--- config.mk ---
export PLATFORM = sky130hd
export DESIGN_NAME = huffman_text_frame_decoder_unit_flat
export DESIGN_NICKNAME = d
export VERILOG_FILES = /design/src/hw/rtl/hfd_pkg.sv /design/src/hw/rtl/hfd_in_if.sv /design/src/hw/rtl/hfd_out_if.sv /design/src/hw/rtl/huffman_text_frame_decoder_unit.sv /design/src/flat_wrapper.sv
export SDC_FILE = /design/constraint.sdc
export NUM_CORES = 1
export LEC_CHECK = 0
export ABC_AREA = 1
export BUFFER_PORTS_ARGS = -buffer_cell sky130_fd_sc_hd__buf_2
export CAP_MARGIN = 20
export CORE_UTILIZATION = 40
export DETAILED_ROUTE_END_ITERATION = 8
export HOLD_SLACK_MARGIN = 0.03
export SYNTH_ARGS = -nofsm -noshare
export SYNTH_HDL_FRONTEND = slang
export SYNTH_SLANG_ARGS = --single-unit
--- constraint.sdc ---
create_clock -name i_clk -period 5.59 [get_ports i_clk]
set_input_delay 0.2795 -clock i_clk [delete_from_list [all_inputs] [get_ports i_clk]]
set_output_delay 0.2795 -clock i_clk [all_outputs]
set_load 0.01 [all_outputs]
--- src/hw/rtl/hfd_pkg.sv ---
// hfd_pkg: shared types, constants and the prefix code table of the text frame decoder
// no dependencies
`timescale 1ns / 1ps

package hfd_pkg;

    localparam int HEAD_W      = 8;
    localparam int TAIL_W      = 64;
    localparam int FRAME_BITS  = HEAD_W + TAIL_W;
    localparam int CHAR_W      = 7;
    localparam int NUM_SYMBOLS = 44;

    localparam logic [6:0] LAST_BIT       = 7'd71;
    localparam logic [6:0] FIRST_DATA_BIT = 7'd2;
    localparam logic [6:0] FRAME_LEN      = 7'd72;
    localparam logic [6:0] MAX_CHARS      = 7'd47;
    localparam logic [6:0] UNKNOWN_CHAR   = 7'd63;

    typedef enum logic [1:0] {
        ST_IDLE,
        ST_SRCH,
        ST_DEC
    } t_state;

    // one table lookup: code length (0 when nothing matches) and character
    typedef struct packed {
        logic [3:0]        len;
        logic [CHAR_W-1:0] ascii;
    } t_sym;

    localparam logic [7:0] CODE_PAT [NUM_SYMBOLS] = '{
        8'd1,   8'd4,   8'd13,  8'd3,   8'd31,  8'd28,  8'd23,  8'd20,
        8'd3,   8'd0,   8'd59,  8'd51,  8'd49,  8'd45,  8'd43,  8'd11,
        8'd9,   8'd5,   8'd3,   8'd123, 8'd121, 8'd116, 8'd101, 8'd100,
        8'd97,  8'd96,  8'd89,  8'd88,  8'd85,  8'd84,  8'd21,  8'd20,
        8'd17,  8'd16,  8'd9,   8'd8,   8'd5,   8'd4,   8'd245, 8'd244,
        8'd241, 8'd240, 8'd235, 8'd234
    };

    localparam logic [3:0] CODE_LEN [NUM_SYMBOLS] = '{
        4'd2, 4'd3, 4'd4, 4'd4, 4'd5, 4'd5, 4'd5, 4'd5,
        4'd5, 4'd5, 4'd6, 4'd6, 4'd6, 4'd6, 4'd6, 4'd6,
        4'd6, 4'd6, 4'd6, 4'd7, 4'd7, 4'd7, 4'd7, 4'd7,
        4'd7, 4'd7, 4'd7, 4'd7, 4'd7, 4'd7, 4'd7, 4'd7,
        4'd7, 4'd7, 4'd7, 4'd7, 4'd7, 4'd7, 4'd8, 4'd8,
        4'd8, 4'd8, 4'd8, 4'd8
    };

    // ' ' E T A O I N S H R D L C U M W F G Y P B . V K - + ? ! " X 0 J 1 Q 2 Z 3 5 4 9 8 6 7 /
    localparam logic [CHAR_W-1:0] CODE_ASC [NUM_SYMBOLS] = '{
        7'd32, 7'd69, 7'd84, 7'd65, 7'd79, 7'd73, 7'd78, 7'd83,
        7'd72, 7'd82, 7'd68, 7'd76, 7'd67, 7'd85, 7'd77, 7'd87,
        7'd70, 7'd71, 7'd89, 7'd80, 7'd66, 7'd46, 7'd86, 7'd75,
        7'd45, 7'd43, 7'd63, 7'd33, 7'd34, 7'd88, 7'd48, 7'd74,
        7'd49, 7'd81, 7'd50, 7'd90, 7'd51, 7'd53, 7'd52, 7'd57,
        7'd56, 7'd54, 7'd55, 7'd47
    };

    // 8-bit window, first bit as msb; a constant 256-entry table after synthesis
    function automatic t_sym code_lookup(input logic [7:0] win);
        t_sym res;
        logic hit;
        res.len   = 4'd0;
        res.ascii = UNKNOWN_CHAR;
        hit       = 1'b0;
        for (int s = 0; s < NUM_SYMBOLS; s++) begin
            if (!hit && ((win >> (4'd8 - CODE_LEN[s])) == CODE_PAT[s])) begin
                hit       = 1'b1;
                res.len   = CODE_LEN[s];
                res.ascii = CODE_ASC[s];
            end
        end
        return res;
    endfunction

    // count of ones from bit 0 upward before the first zero, looking at bits 0 to 6 only
    function automatic logic [2:0] trail_ones(input logic [7:0] v);
        logic [2:0] cnt;
        logic       stop;
        cnt  = 3'd0;
        stop = 1'b0;
        for (int i = 0; i < 7; i++) begin
            if (!stop && v[i]) begin
                cnt = cnt + 3'd1;
            end else begin
                stop = 1'b1;
            end
        end
        return cnt;
    endfunction

endpackage

--- src/hw/rtl/hfd_in_if.sv ---
// hfd_in_if: frame input channel, valid/ready with frame payload
// depends on hfd_pkg
`timescale 1ns / 1ps

interface hfd_in_if;
    logic                      valid;
    logic                      ready;
    logic [hfd_pkg::HEAD_W-1:0] frame_head;
    logic [hfd_pkg::TAIL_W-1:0] frame_tail;
    logic                      over_bit;

    modport source (output valid, output frame_head, output frame_tail, output over_bit,
                    input ready);
    modport sink   (input valid, input frame_head, input frame_tail, input over_bit,
                    output ready);
endinterface

--- src/hw/rtl/hfd_out_if.sv ---
// hfd_out_if: character output channel, valid/ready with one decoded item
// depends on hfd_pkg
`timescale 1ns / 1ps

interface hfd_out_if;
    logic                       valid;
    logic                       ready;
    logic [hfd_pkg::CHAR_W-1:0] char_code;
    logic                       char_valid;
    logic                       end_of_over;
    logic                       last;

    modport source (output valid, output char_code, output char_valid, output end_of_over,
                    output last, input ready);
    modport sink   (input valid, input char_code, input char_valid, input end_of_over,
                    input last, output ready);
endinterface

--- src/hw/rtl/huffman_text_frame_decoder_unit.sv ---
// huffman_text_frame_decoder_unit: static prefix code decoder for 72-bit text frames
// depends on hfd_pkg, hfd_in_if, hfd_out_if
`timescale 1ns / 1ps

// Usage
//   i_in  : one frame per transaction (frame_head = bits 0..7, frame_tail = bits 8..71,
//           over_bit = end-of-over marker). Ready is high only while the block is idle.
//   o_out : one transaction per decoded character (char_valid = 1), then one closing
//           transaction (last = 1, char_valid = 0, end_of_over = over_bit).
// Timing
//   padding search: eight frame bits per cycle, through a shared trailing-ones unit on a
//   shifting search register; the first character is issued after the search ends.
//   decode: one character per cycle while the receiver does not stall, from a single code
//   lookup and barrel shift of the frame register, then the closing transaction.
// Reset
//   synchronous active-low reset returns to idle and drops output valid.
// Back-pressure
//   results sit in one output register; while the receiver stalls, decoding pauses and
//   the waiting transaction holds. A new frame is taken while the closing item still waits.
module huffman_text_frame_decoder_unit (
    input  logic        i_clk,
    input  logic        i_rst_n,
    hfd_in_if.sink      i_in,
    hfd_out_if.source   o_out
);

    hfd_pkg::t_state r_state, n_state;

    logic [hfd_pkg::FRAME_BITS-1:0] r_srch, n_srch;
    logic [hfd_pkg::FRAME_BITS-1:0] r_data, n_data;
    logic [6:0]                     r_cnt,  n_cnt;
    logic [6:0]                     r_pos,  n_pos;
    logic [6:0]                     r_end,  n_end;
    logic                           r_over, n_over;

    logic                           r_ov,   n_ov;
    logic [hfd_pkg::CHAR_W-1:0]     r_code, n_code;
    logic                           r_cv,   n_cv;
    logic                           r_eoo,  n_eoo;
    logic                           r_last, n_last;

    logic [hfd_pkg::FRAME_BITS-1:0] w_frame;
    logic                           w_accept;
    logic                           w_free;
    logic                           w_go;
    logic                           w_all_ones;
    logic [6:0]                     w_cnt8;
    logic [6:0]                     w_zpos;
    hfd_pkg::t_sym                  w_sym;
    logic                           w_fit;
    logic [3:0]                     w_adv;
    logic [hfd_pkg::CHAR_W-1:0]     w_char;

    assign w_frame    = {i_in.frame_head, i_in.frame_tail};
    assign w_accept   = i_in.valid && (r_state == hfd_pkg::ST_IDLE);
    assign w_free     = !r_ov || o_out.ready;
    assign w_go       = (r_pos < r_end) && (r_cnt < hfd_pkg::MAX_CHARS);

    // search unit: eight bits of the reversed frame per cycle
    assign w_all_ones = &r_srch[7:0];
    assign w_cnt8     = r_cnt + 7'd8;
    assign w_zpos     = hfd_pkg::LAST_BIT - (r_cnt + {4'd0, hfd_pkg::trail_ones(r_srch[7:0])});

    // decode unit: code lookup on the top window, a code may not run past the frame
    assign w_sym  = hfd_pkg::code_lookup(r_data[hfd_pkg::FRAME_BITS-1 -: 8]);
    assign w_fit  = (w_sym.len != 4'd0) &&
                    (({1'b0, r_pos} + {4'd0, w_sym.len}) <= {1'b0, hfd_pkg::FRAME_LEN});
    assign w_adv  = w_fit ? w_sym.len : 4'd1;
    assign w_char = w_fit ? w_sym.ascii : hfd_pkg::UNKNOWN_CHAR;

    assign i_in.ready        = (r_state == hfd_pkg::ST_IDLE);
    assign o_out.valid       = r_ov;
    assign o_out.char_code   = r_code;
    assign o_out.char_valid  = r_cv;
    assign o_out.end_of_over = r_eoo;
    assign o_out.last        = r_last;

    always_comb begin
        n_state = r_state;
        unique case (r_state)
            hfd_pkg::ST_IDLE: begin
                if (w_accept) n_state = hfd_pkg::ST_SRCH;
            end
            hfd_pkg::ST_SRCH: begin
                if (!w_all_ones || (w_cnt8 == hfd_pkg::FRAME_LEN)) n_state = hfd_pkg::ST_DEC;
            end
            hfd_pkg::ST_DEC: begin
                if (w_free && !w_go) n_state = hfd_pkg::ST_IDLE;
            end
            default: n_state = hfd_pkg::ST_IDLE;
        endcase
    end

    always_comb begin
        n_srch = r_srch;
        n_data = r_data;
        n_cnt  = r_cnt;
        n_pos  = r_pos;
        n_end  = r_end;
        n_over = r_over;
        n_ov   = r_ov;
        n_code = r_code;
        n_cv   = r_cv;
        n_eoo  = r_eoo;
        n_last = r_last;
        if (o_out.ready) n_ov = 1'b0;
        unique case (r_state)
            hfd_pkg::ST_IDLE: begin
                if (w_accept) begin
                    // fill bit of ones at the top; the search ends when the chunk count reaches the frame length
                    n_srch = {1'b1, w_frame[hfd_pkg::FRAME_BITS-2:0]};
                    n_data = {w_frame[hfd_pkg::FRAME_BITS-3:0], 2'b00};
                    n_cnt  = 7'd0;
                    n_pos  = hfd_pkg::FIRST_DATA_BIT;
                    n_over = i_in.over_bit;
                end
            end
            hfd_pkg::ST_SRCH: begin
                if (w_all_ones) begin
                    n_srch = {8'hFF, r_srch[hfd_pkg::FRAME_BITS-1:8]};
                    if (w_cnt8 == hfd_pkg::FRAME_LEN) begin
                        n_end = 7'd0;
                        n_cnt = 7'd0;
                    end else begin
                        n_cnt = w_cnt8;
                    end
                end else begin
                    n_end = w_zpos;
                    n_cnt = 7'd0;
                end
            end
            hfd_pkg::ST_DEC: begin
                if (w_free) begin
                    n_ov = 1'b1;
                    if (w_go) begin
                        n_code = w_char;
                        n_cv   = 1'b1;
                        n_eoo  = 1'b0;
                        n_last = 1'b0;
                        n_data = r_data << w_adv;
                        n_pos  = r_pos + {3'd0, w_adv};
                        n_cnt  = r_cnt + 7'd1;
                    end else begin
                        n_code = '0;
                        n_cv   = 1'b0;
                        n_eoo  = r_over;
                        n_last = 1'b1;
                    end
                end
            end
            default: begin
                n_ov = 1'b0;
            end
        endcase
    end

    always_ff @(posedge i_clk) begin
        if (!i_rst_n) begin
            r_state <= hfd_pkg::ST_IDLE;
            r_ov    <= 1'b0;
        end else begin
            r_state <= n_state;
            r_ov    <= n_ov;
        end
    end

    always_ff @(posedge i_clk) begin
        r_srch <= n_srch;
        r_data <= n_data;
        r_cnt  <= n_cnt;
        r_pos  <= n_pos;
        r_end  <= n_end;
        r_over <= n_over;
        r_code <= n_code;
        r_cv   <= n_cv;
        r_eoo  <= n_eoo;
        r_last <= n_last;
    end

endmodule

--- src/flat_wrapper.sv ---
// flat-port wrapper written by rule: the top's interface ports become plain ports
module huffman_text_frame_decoder_unit_flat 
  (i_clk, i_rst_n, i_in_valid, i_in_frame_head, i_in_frame_tail, i_in_over_bit, i_in_ready, o_out_valid, o_out_char_code, o_out_char_valid, o_out_end_of_over, o_out_last, o_out_ready);
  hfd_in_if i_in_i ();
  hfd_out_if o_out_i ();
  input  logic i_clk;
  input  logic i_rst_n;
  input wire logic [$bits(i_in_i.valid)-1:0] i_in_valid;
  input wire logic [$bits(i_in_i.frame_head)-1:0] i_in_frame_head;
  input wire logic [$bits(i_in_i.frame_tail)-1:0] i_in_frame_tail;
  input wire logic [$bits(i_in_i.over_bit)-1:0] i_in_over_bit;
  output wire logic [$bits(i_in_i.ready)-1:0] i_in_ready;
  output wire logic [$bits(o_out_i.valid)-1:0] o_out_valid;
  output wire logic [$bits(o_out_i.char_code)-1:0] o_out_char_code;
  output wire logic [$bits(o_out_i.char_valid)-1:0] o_out_char_valid;
  output wire logic [$bits(o_out_i.end_of_over)-1:0] o_out_end_of_over;
  output wire logic [$bits(o_out_i.last)-1:0] o_out_last;
  input wire logic [$bits(o_out_i.ready)-1:0] o_out_ready;
  assign i_in_i.valid = i_in_valid;
  assign i_in_i.frame_head = i_in_frame_head;
  assign i_in_i.frame_tail = i_in_frame_tail;
  assign i_in_i.over_bit = i_in_over_bit;
  assign i_in_ready = i_in_i.ready;
  assign o_out_valid = o_out_i.valid;
  assign o_out_char_code = o_out_i.char_code;
  assign o_out_char_valid = o_out_i.char_valid;
  assign o_out_end_of_over = o_out_i.end_of_over;
  assign o_out_last = o_out_i.last;
  assign o_out_i.ready = o_out_ready;
  huffman_text_frame_decoder_unit u_core (.i_clk(i_clk), .i_rst_n(i_rst_n), .i_in(i_in_i), .o_out(o_out_i));
endmodule
==> impl_results.html <==
<table>
<tr><th>Metric</th><th>Value</th></tr>
<tr><th colspan="2">Critical path</th></tr>
<tr><td>Type of element launching the critical path</td><td>flop</td></tr>
<tr><td>Number of cells on the critical path</td><td>28</td></tr>
<tr><td>Depth of the worst register-to-register path</td><td>28</td></tr>
<tr><td>Delay of the slowest cell on the worst path</td><td>0.59 ns</td></tr>
<tr><td>Worst path most repeated cell</td><td>nand2_1</td></tr>
<tr><td>CP required</td><td>5.79 ns</td></tr>
<tr><td>Type of the setup path with the least slack</td><td>flop to flop</td></tr>
<tr><td>Maximum fanout along the worst path</td><td>71</td></tr>
<tr><td>Number of buffers and inverters on the critical path</td><td>6</td></tr>
<tr><td>Cell with the largest stage delay on the worst path</td><td>edfxtp_1</td></tr>
<tr><td>CP arrival</td><td>5.23 ns</td></tr>
<tr><td>Largest delay contributor family on the critical path</td><td>simple AND/OR/NAND/NOR gates</td></tr>
<tr><td>Critical path endpoint category</td><td>flop</td></tr>
<tr><th colspan="2">Finish</th></tr>
<tr><td>Share of cells above drive strength 1</td><td>11.1%</td></tr>
<tr><td>Most common library cell in the layout ignoring fill and taps</td><td>nand2_1</td></tr>
<tr><td>Multi-input gate area</td><td>6620 um2</td></tr>
<tr><td>Area added between synthesis and finish</td><td>10.4%</td></tr>
<tr><td>Area of all placed cells without fillers</td><td>14200 um2</td></tr>
<tr><td>Non-Filler Instances</td><td>2238</td></tr>
<tr><td>Antenna diode count</td><td>0</td></tr>
<tr><td>Leading cell types in the layout, fill and taps excluded</td><td>682 x nand2_1, 346 x nand3_1, 175 x edfxtp_1, 121 x inv_1, 87 x buf_2</td></tr>
<tr><td>Area taken by flip-flops and latches</td><td>5320 um2</td></tr>
<tr><td>Total Nets Final</td><td>1939</td></tr>
<tr><td>Number of filler cells placed in the layout</td><td>3242</td></tr>
<tr><th colspan="2">Detailed routing</th></tr>
<tr><td>Average vias per placed instance</td><td>5.43</td></tr>
<tr><td>Total number of vias</td><td>12.2k</td></tr>
<tr><td>Total routed wirelength</td><td>37.1 mm</td></tr>
<tr><td>Initial DRT Pass Iterations</td><td>8</td></tr>
<tr><td>Routed length per placed instance</td><td>16.6 um</td></tr>
<tr><td>Remaining antenna violation count after routing</td><td>0</td></tr>
<tr><td>DRC violation total after the first TritonRoute iteration</td><td>1263</td></tr>
<tr><td>Remaining DRCs</td><td>0</td></tr>
<tr><th colspan="2">Synthesis</th></tr>
<tr><td>Synth Area per Inst</td><td>7.22 um2</td></tr>
<tr><td>Flip-flop cell with the highest count after synthesis</td><td>edfxtp_1</td></tr>
<tr><td>Proportion of synthesized flip-flops having asynchronous set or reset</td><td>0%</td></tr>
<tr><td>Number of warning messages in the yosys log</td><td>0</td></tr>
<tr><td>Yosys reg bits</td><td>178</td></tr>
<tr><td>Area of the mapped netlist</td><td>12900 um2</td></tr>
<tr><td>Count of mapped cells out of synthesis</td><td>1785</td></tr>
<tr><td>Number of enable-type register cells in the synthesized netlist</td><td>175</td></tr>
<tr><td>Net count of the mapped netlist</td><td>1901</td></tr>
<tr><td>Count of cell types in the netlist</td><td>46</td></tr>
<tr><td>Sequential fraction of the synthesis area</td><td>41.2%</td></tr>
<tr><th colspan="2">Clock tree</th></tr>
<tr><td>Clock tree from TritonCTS</td><td>done</td></tr>
<tr><td>Clock slew seen by the registers of the worst setup and hold paths</td><td>0.08 ns</td></tr>
<tr><td>Htree depth</td><td>4</td></tr>
<tr><td>Number of buffers added by the clock tree synthesis step</td><td>17</td></tr>
<tr><td>Clock Latency Late Sink</td><td>0.45 ns</td></tr>
<tr><td>Number of buffers between clock root and the deepest sink</td><td>2</td></tr>
<tr><td>Root Buffer</td><td>clkbuf_16</td></tr>
<tr><td>Post-cts resize count</td><td>0</td></tr>
<tr><td>Clock sinks</td><td>178</td></tr>
<tr><th colspan="2">Place</th></tr>
<tr><td>Placed Cells</td><td>2204</td></tr>
<tr><td>Area post-placement</td><td>13600 um2</td></tr>
<tr><td>Half-perimeter wire length of the detailed placement result</td><td>26.2 mm</td></tr>
<tr><td>Count of port buffers added during placement</td><td>87</td></tr>
<tr><td>Weighted congestion at the end of routability-driven global placement</td><td>0.882</td></tr>
<tr><th colspan="2">Global routing</th></tr>
<tr><td>Global-route wire length before repair</td><td>59.0 mm</td></tr>
<tr><td>GRT overflow</td><td>0</td></tr>
<tr><td>Overall Global Routing Usage</td><td>22.5%</td></tr>
<tr><td>Via count of the first global-routing pass</td><td>11.3k</td></tr>
<tr><td>Antenna violations before repair</td><td>0</td></tr>
<tr><td>Pin count of the biggest net entering global routing</td><td>81</td></tr>
<tr><th colspan="2">Floorplanning</th></tr>
<tr><td>Die boundary height</td><td>182 um</td></tr>
<tr><td>Core area</td><td>31600 um2</td></tr>
<tr><td>Num ports</td><td>89</td></tr>
<tr><td>Cell row count</td><td>65</td></tr>
<tr><td>DIE AREA</td><td>32900 um2</td></tr>
<tr><td>Die X-Extent</td><td>182 um</td></tr>
<tr><td>Initial cell density of the core</td><td>40.7%</td></tr>
<tr><th colspan="2">Timing</th></tr>
<tr><td>Relative max-transition margin</td><td>42.1%</td></tr>
<tr><td>Count of final max-slew check failures</td><td>0</td></tr>
<tr><td>Share of the clock period used by the worst path after layout</td><td>89.9%</td></tr>
<tr><td>Final clock skew</td><td>0.0132 ns</td></tr>
<tr><td>Final Hold Viols</td><td>0</td></tr>
<tr><td>Setup tns final</td><td>0 ns</td></tr>
<tr><td>Final Critical Period</td><td>5.02 ns</td></tr>
<tr><td>Setup repair after global routing missed its margin</td><td>false</td></tr>
<tr><td>Final setup viols</td><td>0</td></tr>
<tr><td>Worst hold margin</td><td>0.0899 ns</td></tr>
<tr><td>Measured slew at the worst slew-check pin</td><td>0.865 ns</td></tr>
<tr><td>Fmax</td><td>0.199 GHz</td></tr>
<tr><th colspan="2">Run status</th></tr>
<tr><td>Status</td><td>finished, final reports clean</td></tr>
<tr><th colspan="2">Hold path</th></tr>
<tr><td>Worst hold path type</td><td>input pin to flop</td></tr>
<tr><td>Hold depth</td><td>2</td></tr>
<tr><th colspan="2">Run</th></tr>
<tr><td>Max-cap viol count</td><td>0</td></tr>
</table>
cells by family after synthesis:
| group | Yosys count | share of synthesized area (%) |
|---|---|---|
| AOI/OAI and AO/OA | 89 | 3.65 |
| xor gates and xnor gates | 7 | 0.476 |
| adders and majority gates | 39 | 3.96 |
| buffers and inverters | 227 | 7.69 |
| DFF | 178 | 41.2 |
| muxes | 1 | 0.0777 |
| other | 1 | 0.0291 |
| and+or+nand+nor | 1243 | 42.9 |
per-layer routing:
| metal | wire length, um | global-route usage, % |
|---|---|---|
| met2 | 17300 | 37.0 |
| met3 | 2080 | 3.25 |
| met4 | 452 | 5.63 |
| met5 | 0 | 0 |
| met1 | 17300 | 31.0 |
state kept, by name, summed over array words and instances, names as in the netlist:
signal                    count
u_core.r_data                72
u_core.r_srch                71
u_core.o_out.char_code        7
u_core.r_cnt                  7
u_core.r_end                  7
u_core.r_pos                  7
u_core.r_state                2
u_core.o_out.char_valid       1
u_core.o_out.end_of_over      1
u_core.o_out.last             1
u_core.o_out.valid            1
u_core.r_over                 1
timing repair:
| item | CTS | global route |
|---|---|---|
| setup buffers | 0 | 0 |
| hold buffers | 1 | 0 |
| endpoints found under the hold margin | 1 | 0 |
Yosys cell counts, types with 2 or more instances:
master | count | area, um2
ha_1 | 36 | 450
nor2_2 | 10 | 62.6
o21ai_1 | 19 | 95.1
nand3_2 | 2 | 20.0
nor3_4 | 2 | 32.5
a31oi_1 | 5 | 31.3
fa_1 | 3 | 60.1
and2_1 | 3 | 18.8
nand2_2 | 7 | 43.8
nand2_4 | 2 | 22.5
o21ai_0 | 26 | 130
nor2_8 | 2 | 40.0
xor2_1 | 6 | 52.6
nor2_4 | 6 | 67.6
nor2_1 | 85 | 319
buf_6 | 7 | 78.8
inv_1 | 122 | 458
or2_2 | 9 | 56.3
inv_2 | 10 | 37.5
nor4_1 | 5 | 31.3
o211ai_1 | 2 | 15.0
a21oi_1 | 33 | 165
buf_1 | 10 | 37.5
nor3_1 | 16 | 80.1
nor3b_1 | 2 | 15.0
nand2_1 | 683 | 2560
nand3_1 | 346 | 1730
nand4_1 | 59 | 369
clkbuf_1 | 32 | 120
dfxtp_1 | 3 | 60.1
edfxtp_1 | 175 | 5260
buf_4 | 12 | 90.1
buf_2 | 32 | 160
final timing paths:
path	start	to	slack, ns
worst min register to register	u_core.r_over	u_core.o_out.end_of_over	0.52
worst max register to register	u_core.r_data[69]	u_core.r_data[14]	0.57
worst min-delay path	i_in_frame_head[6]	u_core.r_srch[70]	0.09
worst max-delay path	u_core.r_data[69]	u_core.r_data[14]	0.57
area by class of cell:
cell class	instances	area share, %
Sequential cell	178	37.4
Tap cell	402	3.54
Clock inverter	15	1.17
Inverter	134	3.54
Multi-Input combinational cell	1380	46.5
Clock buffer	17	2.99
Timing Repair Buffer	112	4.89
metrics by stage:
step | worst slack, ns | utilization (%)
floorplan | 0.375 | -
global placement | 0.624 | 43.0
detailed placement | 0.613 | 43.0
CTS | 0.577 | 44.9
global route | 0.160 | 45.0
finish | 0.566 | 45.0
Power is not shown: default switching activity piles up to over one toggle a cycle in this logic, so the estimate is an artifact.
